File: src/design/ffsa_pkg.sv
// ============================================================================
// ffsa_pkg
// Shared types and constants of the first-fit segment allocator.
// ============================================================================
package ffsa_pkg;

    localparam int MaxSegments = 64;
    localparam int IdxW        = $clog2(MaxSegments);
    localparam int CntW        = $clog2(MaxSegments + 1);
    localparam int SizeW       = 24;
    localparam int OwnerW      = 16;
    localparam int StatusW     = 3;
    localparam int UsedW       = 7;

    localparam logic [SizeW-1:0] TotalSizeReset = 24'd1024;

    typedef enum logic [StatusW-1:0] {
        ST_ALLOCATED  = 3'd0,
        ST_NO_FIT     = 3'd1,
        ST_FREED      = 3'd2,
        ST_NOT_FOUND  = 3'd3,
        ST_TABLE_FULL = 3'd4
    } status_t;

    // One segment table entry
    typedef struct packed {
        logic              free;
        logic [OwnerW-1:0] owner;
        logic [SizeW-1:0]  size;
    } seg_t;

    // Datapath operations driven by the controller
    typedef enum logic [3:0] {
        OP_NONE,
        OP_RESET,     // table becomes one free segment of the reset size
        OP_INIT,      // table becomes one free segment of total_size
        OP_LOAD,      // latch the request
        OP_TAKE,      // entry wr_idx becomes the request, keep the remainder
        OP_MOVE,      // write the read entry to wr_idx (insert gap)
        OP_INSERT,    // free remainder goes to wr_idx
        OP_FREE,      // free the read entry at wr_idx when it belongs to owner
        OP_ACC_FIRST, // start the merge accumulator with the read entry
        OP_ACC,       // merge the read entry into the accumulator or emit it
        OP_FLUSH      // emit the accumulator, set the new count
    } dp_op_t;

    typedef struct packed {
        dp_op_t          op;
        logic [IdxW-1:0] rd_idx;
        logic [IdxW-1:0] wr_idx;
    } dp_cmd_t;

    typedef struct packed {
        logic            req_zero;   // request size is zero
        logic            kind_dealloc;
        logic            fit;        // read entry free and large enough
        logic            exact;      // read entry size equals request
        logic            hit;        // deallocate found its owner
        logic [CntW-1:0] count;
    } dp_stat_t;

endpackage

File: src/design/ffsa_datapath.sv
// ============================================================================
// ffsa_datapath
// Segment table memory, request latch, merge accumulator and compare logic.
// ============================================================================
module ffsa_datapath
    import ffsa_pkg::*;
(
    input  logic              aclk,
    input  logic              aresetn,
    input  logic [SizeW-1:0]  total_size,
    input  logic              in_kind,
    input  logic [OwnerW-1:0] in_owner,
    input  logic [SizeW-1:0]  in_size,
    input  dp_cmd_t           cmd,
    output dp_stat_t          stat
);

    seg_t              mem [MaxSegments];
    seg_t              rd_reg;
    seg_t              acc_reg, acc_next;
    logic [IdxW-1:0]   wp_reg, wp_next;
    logic [CntW-1:0]   count_reg, count_next;
    logic              kind_reg;
    logic [OwnerW-1:0] req_owner_reg;
    logic [SizeW-1:0]  req_size_reg;
    logic [SizeW-1:0]  rem_reg, rem_next;
    logic              hit_reg, hit_next;
    logic              we;
    logic [IdxW-1:0]   waddr;
    seg_t              wdata;
    logic              owned;
    logic              both_free;

    assign owned     = !rd_reg.free && (rd_reg.owner == req_owner_reg);
    assign both_free = acc_reg.free && rd_reg.free;

    // Status toward the controller; fit and exact come from the registered read entry
    assign stat.req_zero     = (req_size_reg == '0);
    assign stat.kind_dealloc = kind_reg;
    assign stat.fit          = rd_reg.free && (rd_reg.size >= req_size_reg);
    assign stat.exact        = (rd_reg.size == req_size_reg);
    assign stat.hit          = hit_reg;
    assign stat.count        = count_reg;

    // Operation decode: one table write per cycle at most
    always_comb begin
        count_next = count_reg;
        hit_next   = hit_reg;
        rem_next   = rem_reg;
        acc_next   = acc_reg;
        wp_next    = wp_reg;
        we         = 1'b0;
        waddr      = cmd.wr_idx;
        wdata      = rd_reg;
        unique case (cmd.op)
            OP_RESET: begin
                count_next  = CntW'(1);
                we          = 1'b1;
                waddr       = '0;
                wdata.free  = 1'b1;
                wdata.owner = '0;
                wdata.size  = TotalSizeReset;
            end
            OP_INIT: begin
                count_next  = CntW'(1);
                we          = 1'b1;
                waddr       = '0;
                wdata.free  = 1'b1;
                wdata.owner = '0;
                wdata.size  = total_size;
            end
            OP_LOAD: hit_next = 1'b0;
            OP_TAKE: begin
                we          = 1'b1;
                wdata.free  = 1'b0;
                wdata.owner = req_owner_reg;
                wdata.size  = req_size_reg;
                rem_next    = rd_reg.size - req_size_reg;
            end
            OP_MOVE: we = 1'b1;
            OP_INSERT: begin
                we          = 1'b1;
                wdata.free  = 1'b1;
                wdata.owner = '0;
                wdata.size  = rem_reg;
                count_next  = count_reg + CntW'(1);
            end
            OP_FREE: begin
                if (owned) begin
                    we          = 1'b1;
                    wdata.free  = 1'b1;
                    wdata.owner = '0;
                    hit_next    = 1'b1;
                end
            end
            OP_ACC_FIRST: begin
                acc_next = rd_reg;
                wp_next  = '0;
            end
            OP_ACC: begin
                if (both_free) begin
                    acc_next.size = acc_reg.size + rd_reg.size;
                end else begin
                    we       = 1'b1;
                    waddr    = wp_reg;
                    wdata    = acc_reg;
                    wp_next  = wp_reg + IdxW'(1);
                    acc_next = rd_reg;
                end
            end
            OP_FLUSH: begin
                we         = 1'b1;
                waddr      = wp_reg;
                wdata      = acc_reg;
                count_next = CntW'(wp_reg) + CntW'(1);
            end
            default: ;
        endcase
    end

    always_ff @(posedge aclk) begin
        if (!aresetn) begin
            count_reg <= CntW'(1);
            hit_reg   <= 1'b0;
        end else begin
            count_reg <= count_next;
            hit_reg   <= hit_next;
        end
    end

    // Request latch and working registers
    always_ff @(posedge aclk) begin
        rem_reg <= rem_next;
        acc_reg <= acc_next;
        wp_reg  <= wp_next;
        if (cmd.op == OP_LOAD) begin
            kind_reg      <= in_kind;
            req_owner_reg <= in_owner;
            req_size_reg  <= in_size;
        end
    end

    // Segment table: one write port, one registered read port
    always_ff @(posedge aclk) begin
        if (we) begin
            mem[waddr] <= wdata;
        end
        rd_reg <= mem[cmd.rd_idx];
    end

endmodule

File: src/design/ffsa_ctrl.sv
// ============================================================================
// ffsa_ctrl
// Sequencer: first-fit scan, insert shift, owner free and merge passes.
// ============================================================================
module ffsa_ctrl
    import ffsa_pkg::*;
(
    input  logic                aclk,
    input  logic                aresetn,
    input  logic                cfg_valid,
    output logic                cfg_ready,
    input  logic                s_valid,
    output logic                s_ready,
    output logic                m_valid,
    input  logic                m_ready,
    output logic [StatusW-1:0]  m_status,
    output logic [UsedW-1:0]    m_segments_used,
    output dp_cmd_t             cmd,
    input  dp_stat_t            stat
);

    typedef enum logic [10:0] {
        S_INIT  = 11'b000_0000_0001,
        S_IDLE  = 11'b000_0000_0010,
        S_DISP  = 11'b000_0000_0100,
        S_SCAN  = 11'b000_0000_1000,
        S_SHIFT = 11'b000_0001_0000,
        S_INS   = 11'b000_0010_0000,
        S_FREE  = 11'b000_0100_0000,
        S_PRIME = 11'b000_1000_0000,
        S_MERGE = 11'b001_0000_0000,
        S_FLUSH = 11'b010_0000_0000,
        S_DONE  = 11'b100_0000_0000
    } state_t;

    state_t          state_reg, state_next;
    logic [IdxW-1:0] idx_reg, idx_next;   // entry held in the read register
    logic [IdxW-1:0] pos_reg, pos_next;   // split position
    status_t         st_reg, st_next;
    logic            mv_reg, mv_next;
    logic [StatusW-1:0] ms_reg, ms_next;
    logic [UsedW-1:0]   mu_reg, mu_next;
    logic [CntW-1:0]    last;
    logic               out_free;

    assign out_free  = !mv_reg || m_ready;
    assign s_ready   = (state_reg == S_IDLE) && !cfg_valid;
    assign cfg_ready = (state_reg == S_IDLE);
    assign m_valid   = mv_reg;
    assign m_status  = ms_reg;
    assign m_segments_used = mu_reg;
    assign last = stat.count - CntW'(1);

    always_comb begin
        state_next = state_reg;
        idx_next   = idx_reg;
        pos_next   = pos_reg;
        st_next    = st_reg;
        mv_next    = mv_reg && !m_ready;
        ms_next    = ms_reg;
        mu_next    = mu_reg;
        cmd.op     = OP_NONE;
        cmd.rd_idx = idx_reg + IdxW'(1);   // prefetch the next entry
        cmd.wr_idx = idx_reg;
        unique case (state_reg)
            S_INIT: begin
                cmd.op     = OP_RESET;
                state_next = S_IDLE;
            end
            S_IDLE: begin
                if (cfg_valid) begin
                    cmd.op = OP_INIT;
                end else if (s_valid) begin
                    cmd.op     = OP_LOAD;
                    idx_next   = '0;
                    state_next = S_DISP;
                end
            end
            S_DISP: begin
                cmd.rd_idx = '0;
                if (stat.kind_dealloc) state_next = S_FREE;
                else if (stat.req_zero) begin
                    st_next    = ST_NO_FIT;
                    state_next = S_DONE;
                end else state_next = S_SCAN;
            end
            S_SCAN: begin
                if (stat.fit) begin
                    if (!stat.exact && stat.count == CntW'(MaxSegments)) begin
                        st_next    = ST_TABLE_FULL;
                        state_next = S_DONE;
                    end else begin
                        cmd.op = OP_TAKE;
                        if (stat.exact) begin
                            st_next    = ST_ALLOCATED;
                            state_next = S_DONE;
                        end else begin
                            pos_next = idx_reg;
                            if ({1'b0, idx_reg} == last) begin
                                state_next = S_INS;
                            end else begin
                                // start moving entries up from the top
                                cmd.rd_idx = last[IdxW-1:0];
                                idx_next   = last[IdxW-1:0];
                                state_next = S_SHIFT;
                            end
                        end
                    end
                end else if ({1'b0, idx_reg} == last) begin
                    st_next    = ST_NO_FIT;
                    state_next = S_DONE;
                end else idx_next = idx_reg + IdxW'(1);
            end
            S_SHIFT: begin
                // entry idx moves to idx+1 while idx-1 is read
                cmd.op     = OP_MOVE;
                cmd.wr_idx = idx_reg + IdxW'(1);
                cmd.rd_idx = idx_reg - IdxW'(1);
                if (idx_reg == pos_reg + IdxW'(1)) state_next = S_INS;
                else idx_next = idx_reg - IdxW'(1);
            end
            S_INS: begin
                cmd.op     = OP_INSERT;
                cmd.wr_idx = pos_reg + IdxW'(1);
                st_next    = ST_ALLOCATED;
                state_next = S_DONE;
            end
            S_FREE: begin
                cmd.op = OP_FREE;
                if ({1'b0, idx_reg} == last) state_next = S_PRIME;
                else idx_next = idx_reg + IdxW'(1);
            end
            S_PRIME: begin
                // reread entry 0 once every free has landed
                cmd.rd_idx = '0;
                idx_next   = '0;
                if (!stat.hit) begin
                    st_next    = ST_NOT_FOUND;
                    state_next = S_DONE;
                end else state_next = S_MERGE;
            end
            S_MERGE: begin
                if (idx_reg == '0) cmd.op = OP_ACC_FIRST;
                else cmd.op = OP_ACC;
                if ({1'b0, idx_reg} == last) state_next = S_FLUSH;
                else idx_next = idx_reg + IdxW'(1);
            end
            S_FLUSH: begin
                cmd.op     = OP_FLUSH;
                st_next    = ST_FREED;
                state_next = S_DONE;
            end
            S_DONE: begin
                if (out_free) begin
                    mv_next    = 1'b1;
                    ms_next    = st_reg;
                    mu_next    = UsedW'(stat.count);
                    state_next = S_IDLE;
                end
            end
            default: state_next = S_IDLE;
        endcase
    end

    always_ff @(posedge aclk) begin
        if (!aresetn) begin
            state_reg <= S_INIT;
            mv_reg    <= 1'b0;
        end else begin
            state_reg <= state_next;
            mv_reg    <= mv_next;
        end
    end

    always_ff @(posedge aclk) begin
        idx_reg <= idx_next;
        pos_reg <= pos_next;
        st_reg  <= st_next;
        ms_reg  <= ms_next;
        mu_reg  <= mu_next;
    end

endmodule

File: src/design/first_fit_segment_allocator.sv
// ============================================================================
// first_fit_segment_allocator
// First-fit allocator over an ordered segment table with free-run merging.
// ============================================================================
// Usage:
//   s_ channel beats carry one request: kind (0 allocate, 1 deallocate),
//   owner_id and request_size. Each beat yields exactly one m_ beat with
//   status and the segment count after the operation.
//   cfg_ beats write total_size and reset the table to one free segment;
//   write only while no request is in flight.
//   A zero-size allocate returns no fit without a scan. An allocate scans the
//   table entry by entry; on a split it moves any entries above the split up
//   and writes the free remainder. A deallocate makes a free pass over the
//   table and, when the owner is found, a merge pass. The table memory, with
//   one entry read per cycle, sets the pace. One request is in work at a
//   time; the next is accepted once the controller is back in idle after the
//   result is registered.
//   Reset: the cycle after reset the table is written to one free segment of
//   1024 units, then s_ready rises. No result pending.
//   A stalled m_ channel holds its beat; the block finishes the next request
//   and waits in its final state until the output register frees.
// ============================================================================
module first_fit_segment_allocator
    import ffsa_pkg::*;
(
    input  logic                aclk,
    input  logic                aresetn,
    input  logic                cfg_valid,
    output logic                cfg_ready,
    input  logic [SizeW-1:0]    cfg_total_size,
    input  logic                s_valid,
    output logic                s_ready,
    input  logic                s_kind,
    input  logic [OwnerW-1:0]   s_owner_id,
    input  logic [SizeW-1:0]    s_request_size,
    output logic                m_valid,
    input  logic                m_ready,
    output logic [StatusW-1:0]  m_status,
    output logic [UsedW-1:0]    m_segments_used
);

    dp_cmd_t  cmd;
    dp_stat_t stat;

    ffsa_ctrl u_ctrl (
        .aclk, .aresetn, .cfg_valid, .cfg_ready, .s_valid, .s_ready,
        .m_valid, .m_ready, .m_status, .m_segments_used, .cmd, .stat
    );

    ffsa_datapath u_dp (
        .aclk, .aresetn,
        .total_size (cfg_total_size),
        .in_kind    (s_kind),
        .in_owner   (s_owner_id),
        .in_size    (s_request_size),
        .cmd, .stat
    );

    // count stays in range
    assert property (@(posedge aclk) disable iff (!aresetn)
        stat.count >= CntW'(1) && stat.count <= CntW'(MaxSegments))
        else $error("segment count out of range");

    // no new request while a result is being produced
    assert property (@(posedge aclk) disable iff (!aresetn)
        s_valid && s_ready |=> !s_ready)
        else $error("request accepted while busy");

    // reported count is valid
    assert property (@(posedge aclk) disable iff (!aresetn)
        m_valid |-> m_segments_used != '0)
        else $error("zero segments reported");

endmodule
File: config.mk
export PLATFORM = sky130hd
export DESIGN_NAME = first_fit_segment_allocator
export DESIGN_NICKNAME = d
export VERILOG_FILES = /design/src/design/ffsa_pkg.sv /design/src/design/ffsa_datapath.sv /design/src/design/ffsa_ctrl.sv /design/src/design/first_fit_segment_allocator.sv
export SDC_FILE = /design/constraint.sdc
export NUM_CORES = 2
export LEC_CHECK = 0
export ABC_AREA = 1
export BUFFER_PORTS_ARGS = -buffer_cell sky130_fd_sc_hd__buf_2
export CORE_MARGIN = 2
export CORE_UTILIZATION = 40
export DETAILED_ROUTE_END_ITERATION = 6
export PLACE_DENSITY_LB_ADDON = 0.2
export SYNTH_ARGS = -nofsm -noshare
export SYNTH_HDL_FRONTEND = slang
export SYNTH_HIERARCHICAL = 1
export SYNTH_SLANG_ARGS = --single-unit
File: constraint.sdc
create_clock -name aclk -period 8.15 [get_ports aclk]
set_input_delay 0.4075 -clock aclk [delete_from_list [all_inputs] [get_ports aclk]]
set_output_delay 0.4075 -clock aclk [all_outputs]
set_load 0.02 [all_outputs]
; Word level (Yosys, flattened, before mapping)
; Memory sizes are Yosys's and may differ from the RTL's. A register that Yosys moved wholly into a read port is not among the register bits.
; Index checks and enable logic that the tools add are counted.
[word_totals]
regBits = 157
ram_bits = 2624
inputBits = 70
output_inout_bits = 13
memories = 1
[memory_table]
columns = memory, depth, word_bits, rd, rd_ports_with_merged_regs, write_ports, line_no
row1 = u_dp.mem, 64, 41, 1, 1, 1, ffsa_datapath.sv:18  ; seg_t mem [MaxSegments];
[op_classes]
addsub = 9
magnitude_cmp = 1
n_eq_ne = 43
mux = 63
n_bitwise = 2
reduce_logical = 32
[ops]
columns = op, count
row1 = 24-bit one-hot mux with 6 select lines, 1
row2 = 11-bit two-way mux, 13
row3 = 11-bit one-hot mux with 9 select lines, 1
row4 = 17-bit one-hot mux with 5 select lines, 1
row5 = 41-bit one-hot mux with 2 select lines, 1
row6 = 6-bit two-way mux, 13
row7 = 41-bit two-way mux, 1
row8 = 6-bit one-hot mux with 3 select lines, 2
row9 = 17-bit two-way mux, 2
row10 = 4-bit one-hot mux with 8 select lines, 1
row11 = 6-bit one-hot mux with 5 select lines, 1
row12 = 24-bit adder, 1
row13 = 24-bit equality test, 1
row14 = 24-bit greater-or-equal comparator, 1
row15 = 24-bit zero test, 1
row16 = 24-bit two-way mux, 1
row17 = 6-bit one-hot mux with 2 select lines, 2
row18 = 24-bit subtractor, 1
row19 = 3-bit two-way mux, 7
row20 = 7-bit one-hot mux with 3 select lines, 1
row21 = 6-bit by 1-bit adder with 6-bit output (second input constant), 3
row22 = 16-bit equality test, 1
row23 = 4-bit by 3-bit equality test with 1-bit output (second input constant), 4
row24 = 3-bit one-hot mux with 5 select lines, 1
row25 = other kinds (48), 88

; Depth between registers and ports, before layout
[logic_depth]
word_depth = 12
depth_mapped = 30

; Hierarchy
; The synthesis kept the hierarchy.
[by_module_without_submodules]
columns = module, n_inst, cells_per_inst, area_per_inst_um2, seq_area_each_um2
row1 = ffsa_datapath, 1, 9928, 114816.4, 83139.7
row2 = ffsa_ctrl, 1, 393, 2788.9, 991.0

; Least setup slack after synthesis
; OpenSTA, ideal clock, no wires.
[synth_path]
kind = flip-flop to flip-flop
startpoint = register u_dp.req_size_reg[0]
endpoint = memory u_dp/mem[0][11] (netlist bit) (data pin)
setup_ns = 0.702
arrival_time_ns = 5.837
path_slack_ns = 1.611
path_stages_with_launch = 24
period_less_slack_ns = 6.539
path_cell_list = edfxtp_1 > ha_1 > fa_1 > o21ai_0 > nand2_1 > nand2_1 > nand2_1 > nand3_1 > nand2_1 > a21oi_1 > inv_1 > nor2_2 > o21ai_0 > nand3_1 > inv_1 > nand2_1 > nor2_1 > buf_4 > nor2_1 > nand2_2 > a21oi_2 > nor2_1 > clkbuf_1 > o21ai_0
[synth_lines]
columns = item, line_no
row1 = start: declaration, ffsa_datapath.sv:25  ; logic [SizeW-1:0] req_size_reg;
row2 = start signal: assignment, ffsa_datapath.sv:139  ; req_size_reg <= in_size;
row3 = end: declaration, ffsa_datapath.sv:18

==> run metrics <==
power density over cell area=284 nW/µm²; Post-CTS Setup Inserts=0; routability congestion estimate=0.914; maximum fanout along the worst path=93; Clk Latency, worst-skew pair=0.91 ns; met2 Use GR=0.364; Core Rows=199; final-report setup violation count=0; gr busiest metal=met2; sequential area share after synthesis=0.715; Compound-Gate Fraction of Synth Area=0.0178; aggregate global routing overflow=0; most common cell after layout, fill and taps aside=nand2_1; Setup TNS=0 ns; DRT iter0 DRCs=9,507; WL final=364,000 µm; fillers=26,700; Core Area=293,000 µm²; worst reg-to-reg setup slack=1.22 ns; synthesized area=118,000 µm²; Leak Pwr=48.6 nW; Worst Path Buf+Inv=7; CTS Buffer Depth=4; Ports=83; CTS root buf=clkbuf_16; detailed-route wire length per cell=24.9 µm; Worst Tran Pin Value=1.23 ns; RSZ-0062 raised after global routing=false; minimum clock period=6.93 ns; Starting Density=0.401; multiplexer area fraction after synthesis=0.0000851; clk slew on worst S/H paths=0.06 ns; # nets final=10,600; met1 usage=0.355; routed via count=81,100; Critical Path End Type=flop; largest net degree at the start of global routing=191; Syn. warnings=6; Final Hold Fails=0; Total GRT Usage=0.238; initial antenna violation count=15; final critical-path setup slack=1.22 ns; Synth Area in Simple Gates=0.225; H-tree depth=5; max reg flops=2,624; Main synth FF type=edfxtp_1; worst endpoint required time=8.82 ns; status=finished clean; vias in the first global route=76,100; Max Freq=0.144 GHz; WS Path Type=flop to flop; TritonRoute pass-1 iters=7; die width=546 µm; slew margin rel.=0.179; drt via density=5.54; Peak VDD IR=0.213 mV; non-filler cells in the finished layout=14,600; Async SR Flop Fraction=0; number of flops mapped to enable cells by yosys=2,761; Worst Skew=0.0674 ns; final HPWL from detailed placement=217,000 µm; global-route wire length before repair=530,000 µm; CTS Buf Count=308; post-synthesis cell count=10,300; M3 GR Usage=0.0331; synth-to-layout area growth=15.0%; die footprint=298,000 µm²; Distinct cells, synth=62; Post-DRT Antenna Nets=0; Crit path max-delay family=compound AO/OA/AOI/OAI gates; xor/xnor share of the synthesized area=0.00350; pre-CTS setup slack=1.41 ns; syn avg cell area=11.4 µm²; crit path DAT=7.60 ns; ratio of cells with drive above 1 in the final layout=0.0925; placed insts=14,000; number of gates resized after cts=0; drt drc=0; commonest cells after routing, fill and taps aside=nand2_1, edfxtp_1, nand3_1, inv_1, clkbuf_16; slowest stage delay, CP=0.88 ns; PortBufs=82; Post-Synth Adder-Cell Area=0.00598; CTS Sinks=2,822; #FFs+latches synth=2,822; worst min path class=input port to flop; syn_nets=10,400; period utilisation layout=0.851; Crit-path slowest cell=o21ai_4; CTS tree=yes; die height=546 µm; Final Instance Area=135,000 µm²; Max-Cap Viols=0; most frequent CP cell=nand2_1; final slew viol count=0; CP Launch Type=flop; main combinational cell family by area after synthesis=simple AND/OR/NAND/NOR gates; placed cell area=125,000 µm²
worst register-to-register path, delay by kind of cell, from the launching register on:
kind | cells | cell delay [ns]
compound gates | 4 | 2.04
buf+inv | 7 | 2.03
simple gates | 15 | 1.62
fa+ha+maj | 2 | 0.67
flops | 1 | 0.36
report_power, final:
part / switching [mW] / total [mW] / internal [mW] / leakage (nW)
Sequential: 0.199 / 17.7 / 17.5 / 25.6
Clock: 5.92 / 13.8 / 7.87 / 4.83
Combinational: 5.36 / 6.95 / 1.58 / 18.3
Total: 11.5 / 38.4 / 26.9 / 48.6
layout make-up:
| cell class | instances | area, µm² | area share |
|---|---|---|---|
| Clock buffer | 388 | 8220 | 0.0608 |
| Tap cell | 3919 | 4900 | 0.0363 |
| Timing Repair Buffer | 429 | 4390 | 0.0324 |
| Inverter | 347 | 1350 | 0.00994 |
| Clock inverter | 173 | 1730 | 0.0128 |
| Antenna cell | 5 | 12.5 | 0.0000925 |
| Sequential cell | 2822 | 84100 | 0.622 |
| Multi-Input combinational cell | 6538 | 30500 | 0.226 |
synthesized netlist by cell type (9+ instances only):
cell type  number  area [µm²]
o211ai_1       14         105
inv_2          14        52.6
nand3_1      2599       13000
o21ai_0       164         821
dfxtp_1        61        1220
edfxtp_1     2761       82900
nand2_1      3126       11700
and2_1         36         225
ha_1           53         663
a21o_1          9        67.6
a221oi_1       22         193
inv_1         329        1230
a21oi_1       115         576
nand2_2        11        68.8
clkbuf_1      454        1700
nand4_1        39         244
nor2_2         14        87.6
buf_2          89         445
nor3_1         23         115
buf_1          64         240
nor2_1        190         713
xnor2_1        15         131
xor2_1         32         280
repair_timing:
| action | CTS | global route |
|---|---|---|
| setup endpoints to repair | 0 | 0 |
| hold buffers | 44 | 0 |
| hold endpoints to repair | 64 | 0 |
layer usage:
metal / vias up / routed length [µm]
li1: 36800 / -
met1: 40300 / 161000
met2: 3526 / 163000
met3: 499 / 30300
met4: 4 / 9810
met5: - / 21
logic make-up (layout without fill, tap and decap cells):
| group | after synthesis | in the layout |
|---|---|---|
| AND/OR/NAND/NOR | 6072 | 6072 |
| AO/OA/AOI/OAI | 363 | 363 |
| adder cells (fa/ha/maj) | 55 | 55 |
| other | 0 | 5 |
| buffers and inverters | 961 | 1337 |
| flip-flops | 2822 | 2822 |
| multiplexers | 1 | 1 |
| XOR/XNOR | 47 | 47 |
metrics by stage:
stage / hold WS, ns / power, mW / utilization
finish: 0.129 / 38.4 / 0.461
global route: 0.0955 / 39.7 / 0.461
CTS: 0.0435 / 38.6 / 0.461
detailed placement: 0.417 / 24.8 / 0.426
global placement: 0.438 / 24.7 / 0.426
floorplan: 0.400 / 21.5 / -
worst paths after layout:
check	start	to	depth (start not counted)
setup / recovery	u_dp/rd_reg[0]	u_dp/rd_reg[9]	28
hold / removal	cfg_valid	u_ctrl/state_reg[9]	6
setup reg to reg	u_dp/rd_reg[0]	u_dp/rd_reg[9]	28
hold reg to reg	u_ctrl/st_reg[0]	u_ctrl/m_status[0]	0
(Power assumes the default switching activity.)
